**src/bam_pkg.sv**
```systemverilog
// Shared types and constants for the byte automaton matcher.
// No dependencies; every file but bam_ram and the assertion header imports this package.
package bam_pkg;

  localparam int NODE_W         = 6;
  localparam int SYM_W          = 8;
  localparam int OP_W           = 3;
  localparam int STATUS_W       = 2;
  localparam int MAX_NODES      = 64;
  localparam int LINKS_PER_NODE = 8;
  localparam int NODE_CNT_W     = NODE_W + 1;
  localparam int LINK_CNT_W     = $clog2(LINKS_PER_NODE + 1);
  localparam int LINK_W         = SYM_W + NODE_W;
  localparam int QUEUE_DEPTH    = 2;
  localparam int QPTR_W         = (QUEUE_DEPTH > 1) ? $clog2(QUEUE_DEPTH) : 1;
  localparam int QCNT_W         = $clog2(QUEUE_DEPTH + 1);

  localparam logic [OP_W-1:0] OP_CREATE = 3'd0;
  localparam logic [OP_W-1:0] OP_LINK   = 3'd1;
  localparam logic [OP_W-1:0] OP_START  = 3'd2;
  localparam logic [OP_W-1:0] OP_SYMBOL = 3'd3;
  localparam logic [OP_W-1:0] OP_END    = 3'd4;

  localparam logic [STATUS_W-1:0] ST_OK         = 2'd0;
  localparam logic [STATUS_W-1:0] ST_NODES_FULL = 2'd1;
  localparam logic [STATUS_W-1:0] ST_LINKS_FULL = 2'd2;
  localparam logic [STATUS_W-1:0] ST_BAD_INDEX  = 2'd3;

  typedef struct packed {
    logic [OP_W-1:0]   opcode;
    logic [NODE_W-1:0] from_node;
    logic              final_flag;
    logic [SYM_W-1:0]  symbol;
    logic [NODE_W-1:0] next_node;
  } item_t;

  typedef struct packed {
    logic [STATUS_W-1:0] status;
    logic [NODE_W-1:0]   node_id;
    logic                alive;
    logic                matched;
  } result_t;

  typedef enum logic [2:0] {
    K_NONE,
    K_CREATE,
    K_LINK,
    K_START,
    K_SYMBOL,
    K_END
  } kind_t;

  typedef struct packed {
    kind_t             kind;
    logic [NODE_W-1:0] from_node;
    logic              final_flag;
    logic [SYM_W-1:0]  symbol;
    logic [NODE_W-1:0] next_node;
  } cmd_t;

  typedef enum logic [1:0] {
    S_IDLE = 2'b01,
    S_EXEC = 2'b10
  } back_state_t;

endpackage

```
**src/bam_front.sv**
```systemverilog
// Front end: decodes incoming items into commands and buffers them in a short queue.
// Depends on bam_pkg.
module bam_front (
  input  logic          clk,
  input  logic          rst,
  input  bam_pkg::item_t item,
  input  logic          item_valid,
  output logic          item_ready,
  output bam_pkg::cmd_t cmd,
  output logic          cmd_valid,
  input  logic          cmd_ready
);
  import bam_pkg::*;

  cmd_t              slot [QUEUE_DEPTH];
  cmd_t              decoded;
  logic [QPTR_W-1:0] wr_ptr;
  logic [QPTR_W-1:0] rd_ptr;
  logic [QCNT_W-1:0] fill;
  logic              push;
  logic              pop;

  always_comb begin
    decoded.from_node  = item.from_node;
    decoded.final_flag = item.final_flag;
    decoded.symbol     = item.symbol;
    decoded.next_node  = item.next_node;
    case (item.opcode)
      OP_CREATE: decoded.kind = K_CREATE;
      OP_LINK:   decoded.kind = K_LINK;
      OP_START:  decoded.kind = K_START;
      OP_SYMBOL: decoded.kind = K_SYMBOL;
      OP_END:    decoded.kind = K_END;
      default:   decoded.kind = K_NONE;
    endcase
  end

  assign item_ready = (fill != QCNT_W'(QUEUE_DEPTH));
  assign cmd_valid  = (fill != '0);
  assign cmd        = slot[rd_ptr];
  assign push       = item_valid && item_ready;
  assign pop        = cmd_valid && cmd_ready;

  always_ff @(posedge clk) begin
    if (push) begin
      slot[wr_ptr] <= decoded;
    end
  end

  always_ff @(posedge clk) begin
    if (rst) begin
      wr_ptr <= '0;
      rd_ptr <= '0;
      fill   <= '0;
    end else begin
      if (push) begin
        wr_ptr <= (wr_ptr == QPTR_W'(QUEUE_DEPTH - 1)) ? '0 : wr_ptr + 1'b1;
      end
      if (pop) begin
        rd_ptr <= (rd_ptr == QPTR_W'(QUEUE_DEPTH - 1)) ? '0 : rd_ptr + 1'b1;
      end
      if (push && !pop) begin
        fill <= fill + 1'b1;
      end else if (pop && !push) begin
        fill <= fill - 1'b1;
      end
    end
  end

endmodule

```
**config.mk**
```make
export PLATFORM = sky130hd
export DESIGN_NAME = bam_front
export DESIGN_NICKNAME = d
export VERILOG_FILES = /design/src/bam_pkg.sv /design/src/bam_front.sv
export SDC_FILE = /design/constraint.sdc
export NUM_CORES = 1
export LEC_CHECK = 0
export ABC_CLOCK_PERIOD_IN_PS = 2200
export BUFFER_PORTS_ARGS = -buffer_cell sky130_fd_sc_hd__buf_2
export CAP_MARGIN = 10
export CORE_MARGIN = 1.5
export CORE_UTILIZATION = 51
export DETAILED_ROUTE_END_ITERATION = 8
export PLACE_DENSITY = 0.78
export RECOVER_POWER = 50
export SLEW_MARGIN = 15
export SYNTH_ARGS = -nofsm -noshare
export SYNTH_HDL_FRONTEND = slang
export SYNTH_SLANG_ARGS = --single-unit
```
**constraint.sdc**
```tcl
create_clock -name clk -period 2.2 [get_ports clk]
set_input_delay 0.44 -clock clk [delete_from_list [all_inputs] [get_ports clk]]
set_output_delay 0.44 -clock clk [all_outputs]
set_load 0.1 [all_outputs]
```
==> results.yml <==
placement:
  gp_congestion: 0.672
  io_buffers: 53
  dp_hpwl_mm: 2.36
  dp_slack_ps: 543
timing:
  worst_pin_slew_ps: 638
  final.setup.tns_ps: 0
  final.period_utilization_pct: 85.5
  fin_ws_ps: 320
  finalSetupViolations: 0
  rsz0062_at_grt: "no"
  skew_ps: 7.53
  max-slew-margin-rel_pct: 57.4
  holdWs_ps: 323
  max_freq_mhz: 532
  drv_slew: 0
  hold_violations: 0
  fin_crit_ps: 1880
die:
  rows: 22
  die_w_um: 65.4
  die_area_um2: 4280
  start_util_pct: 53.9
  die_h_um: 65.4
  ios: 54
  core_um2: 3690
critical_path:
  start_kind: "flip-flop"
  cp.depth: 3
  crit_path_top_delay_cell: "mux2_2"
  max_stage_delay_ps: 400
  crit_path_end_kind: "output port"
  worstPathArrival_ps: 1440
  r2r_slack_ps: 490
  worstPathMaxFanout: 13
  r2r_start: "fill[0]$_SDFFE_PP0P_"
  ff2ff_path_depth: 3
  rr_endpoint: "slot[1][7]$_DFFE_PP_"
  path_buf_inv: 2
  worst_ep_required_time_ps: 1760
  critPathKind: "flip-flop to output port"
  crit_chain: "buf_4 -> mux2_2 -> buf_12"
  crit_family: "multiplexers"
synthesis:
  synth.yosys.seq_area_share_pct: 77.5
  yosysMostFrequentCell: "edfxtp_1"
  synth_top_area_cell: "edfxtp_1"
  synth_area_per_cell_um2: 18.8
  synth_top_cells_by_count: "edfxtp_1, mux2_2, dfxtp_1, nor2_1"
  syn-cell-area_um2: 1990
  syn_inst: 106
  postSynth.asyncResetShare_pct: 0
  yosysUniqueCellTypes: 20
  synth_edf_count: 48
  synth_nets: 135
  synth_simple_gate_area_share_pct: 3.27
  synth_top_cell_area_share_pct: 72.5
  yosysWarnings: 0
  ys_top_cells_by_area: "edfxtp_1, mux2_2, dfxtp_1"
  synth_mux_area_share_pct: 13.6
  synth_top_family_by_area: "multiplexers"
  synth-xor-area-share_pct: 1.76
  synth_ff_type: "edfxtp_1"
  yosys_register_bits: 53
  synth-compound-area-share_pct: 2.01
  synth_fa_ha_area_share_pct: 0.629
cts:
  cts_made_buffers: 5
  cts.repair.resized: 0
  cts_setup_buffers: 0
  ctsLongestPathBuffers: 2
  cts.sink_count: 53
  clk_pin_slew_ps: 90
  root_buffer: "clkbuf_8"
  cts_tree: "yes"
  htree_levels: 2
  ctsHoldBuffers: 0
  clk_latency_ps: 300
detailed_routing:
  initialDrtViolationCount: 28
  ant_nets: 0
  via_count: 1078
  routed_wl_mm: 3.28
  via_per_inst: 4.99
  dr.pass1.iters: 4
  routedWlPerCell_um: 15.2
  route.detailed.drc: 0
global_routing:
  antenna_found_initial: 0
  grt_start_max_net_pins: 25
  grtUsageTotal_pct: 17.4
  grt_first_pass_wirelength_mm: 5.38
  grt_overflow: 0
  grt_pass1_vias: 1154
min_path:
  worstHoldEndpoint: "slot[0][4]$_DFFE_PP_"
  holdCritPathClass: "primary input to flip-flop"
  worstHoldStart: "item[4]"
  hold_depth: 1
job:
  cap_violations: 0
final_layout:
  final_nets: 196
  drive_above_1_share_pct: 45.8
  area.growth.synth_to_final_pct: 40.7
  diodes: 0
  fillers: 233
run_status:
  status: "complete, no violations"
[cells by family (layout without fill, tap and decap cells)]
family	after synthesis	count (layout)
compound gates	7	7
xor+xnor	4	4
fa+ha+maj	1	1
buf+inv	4	66
flops	53	53
mux	24	24
simple gates	13	13
[placed cells by master, fill, tap and decap left out, types with 3 or more instances in the layout]
| cell | n |
|---|---|
| edfxtp_1 | 48 |
| mux2_2 | 24 |
| buf_12 | 24 |
| buf_2 | 15 |
| clkbuf_1 | 14 |
| nor2_1 | 5 |
| dfxtp_1 | 5 |
| clkbuf_8 | 5 |
| o21ai_0 | 3 |
| a21oi_1 | 3 |
| xor2_1 | 3 |
| buf_4 | 3 |
[worst max path at each step]
stage                         start  slack [ps]                   end
2_1_floorplan  fill[0]$_SDFFE_PP0P_         180  slot[1][0]$_DFFE_PP_
3_3_place_gp             item_valid         650  fill[1]$_SDFFE_PP0P_
3_5_place_dp   fill[0]$_SDFFE_PP0P_         540  fill[1]$_SDFFE_PP0P_
4_1_cts                   flip-flop         300               cmd[22]
5_1_grt                   flip-flop         250                cmd[6]
6_report                  flip-flop         320               cmd[22]
[through the flow]
step,cells,area [µm²],utilization [%]
floorplan,106,1990,-
global placement,208,2690,72.8
detailed placement,208,2690,72.8
CTS,216,2820,76.5
global route,216,2800,75.8
finish,216,2800,75.8
[sequential cells by signal (all words and copies together), names as in the netlist, named ones only]
| signal | count |
|---|---|
| slot | 48 |
| fill | 2 |
| wr_ptr | 1 |
| rd_ptr | 1 |
[layer usage]
layer | up-vias | GRT usage, % | wire length (µm)
met5 | - | 0 | 0
met4 | 0 | 5.99 | 39
met3 | 5 | 5.65 | 179
met2 | 31 | 30.7 | 1860
met1 | 523 | 19.7 | 1210
li1 | 519 | - | -
[cell type report]
cell class                      count  area (µm²)  share of cell area (%)
Inverter                            1        3.75                   0.134
Clock inverter                      3        65.1                    2.33
Timing Repair Buffer               57         636                    22.7
Multi-Input combinational cell     49         423                    15.1
Clock buffer                        5        68.8                    2.46
Tap cell                           48        60.1                    2.15
Sequential cell                    53        1540                    55.1
Power is not shown: default switching activity piles up to over one toggle a cycle in this logic, so the estimate is an artifact.
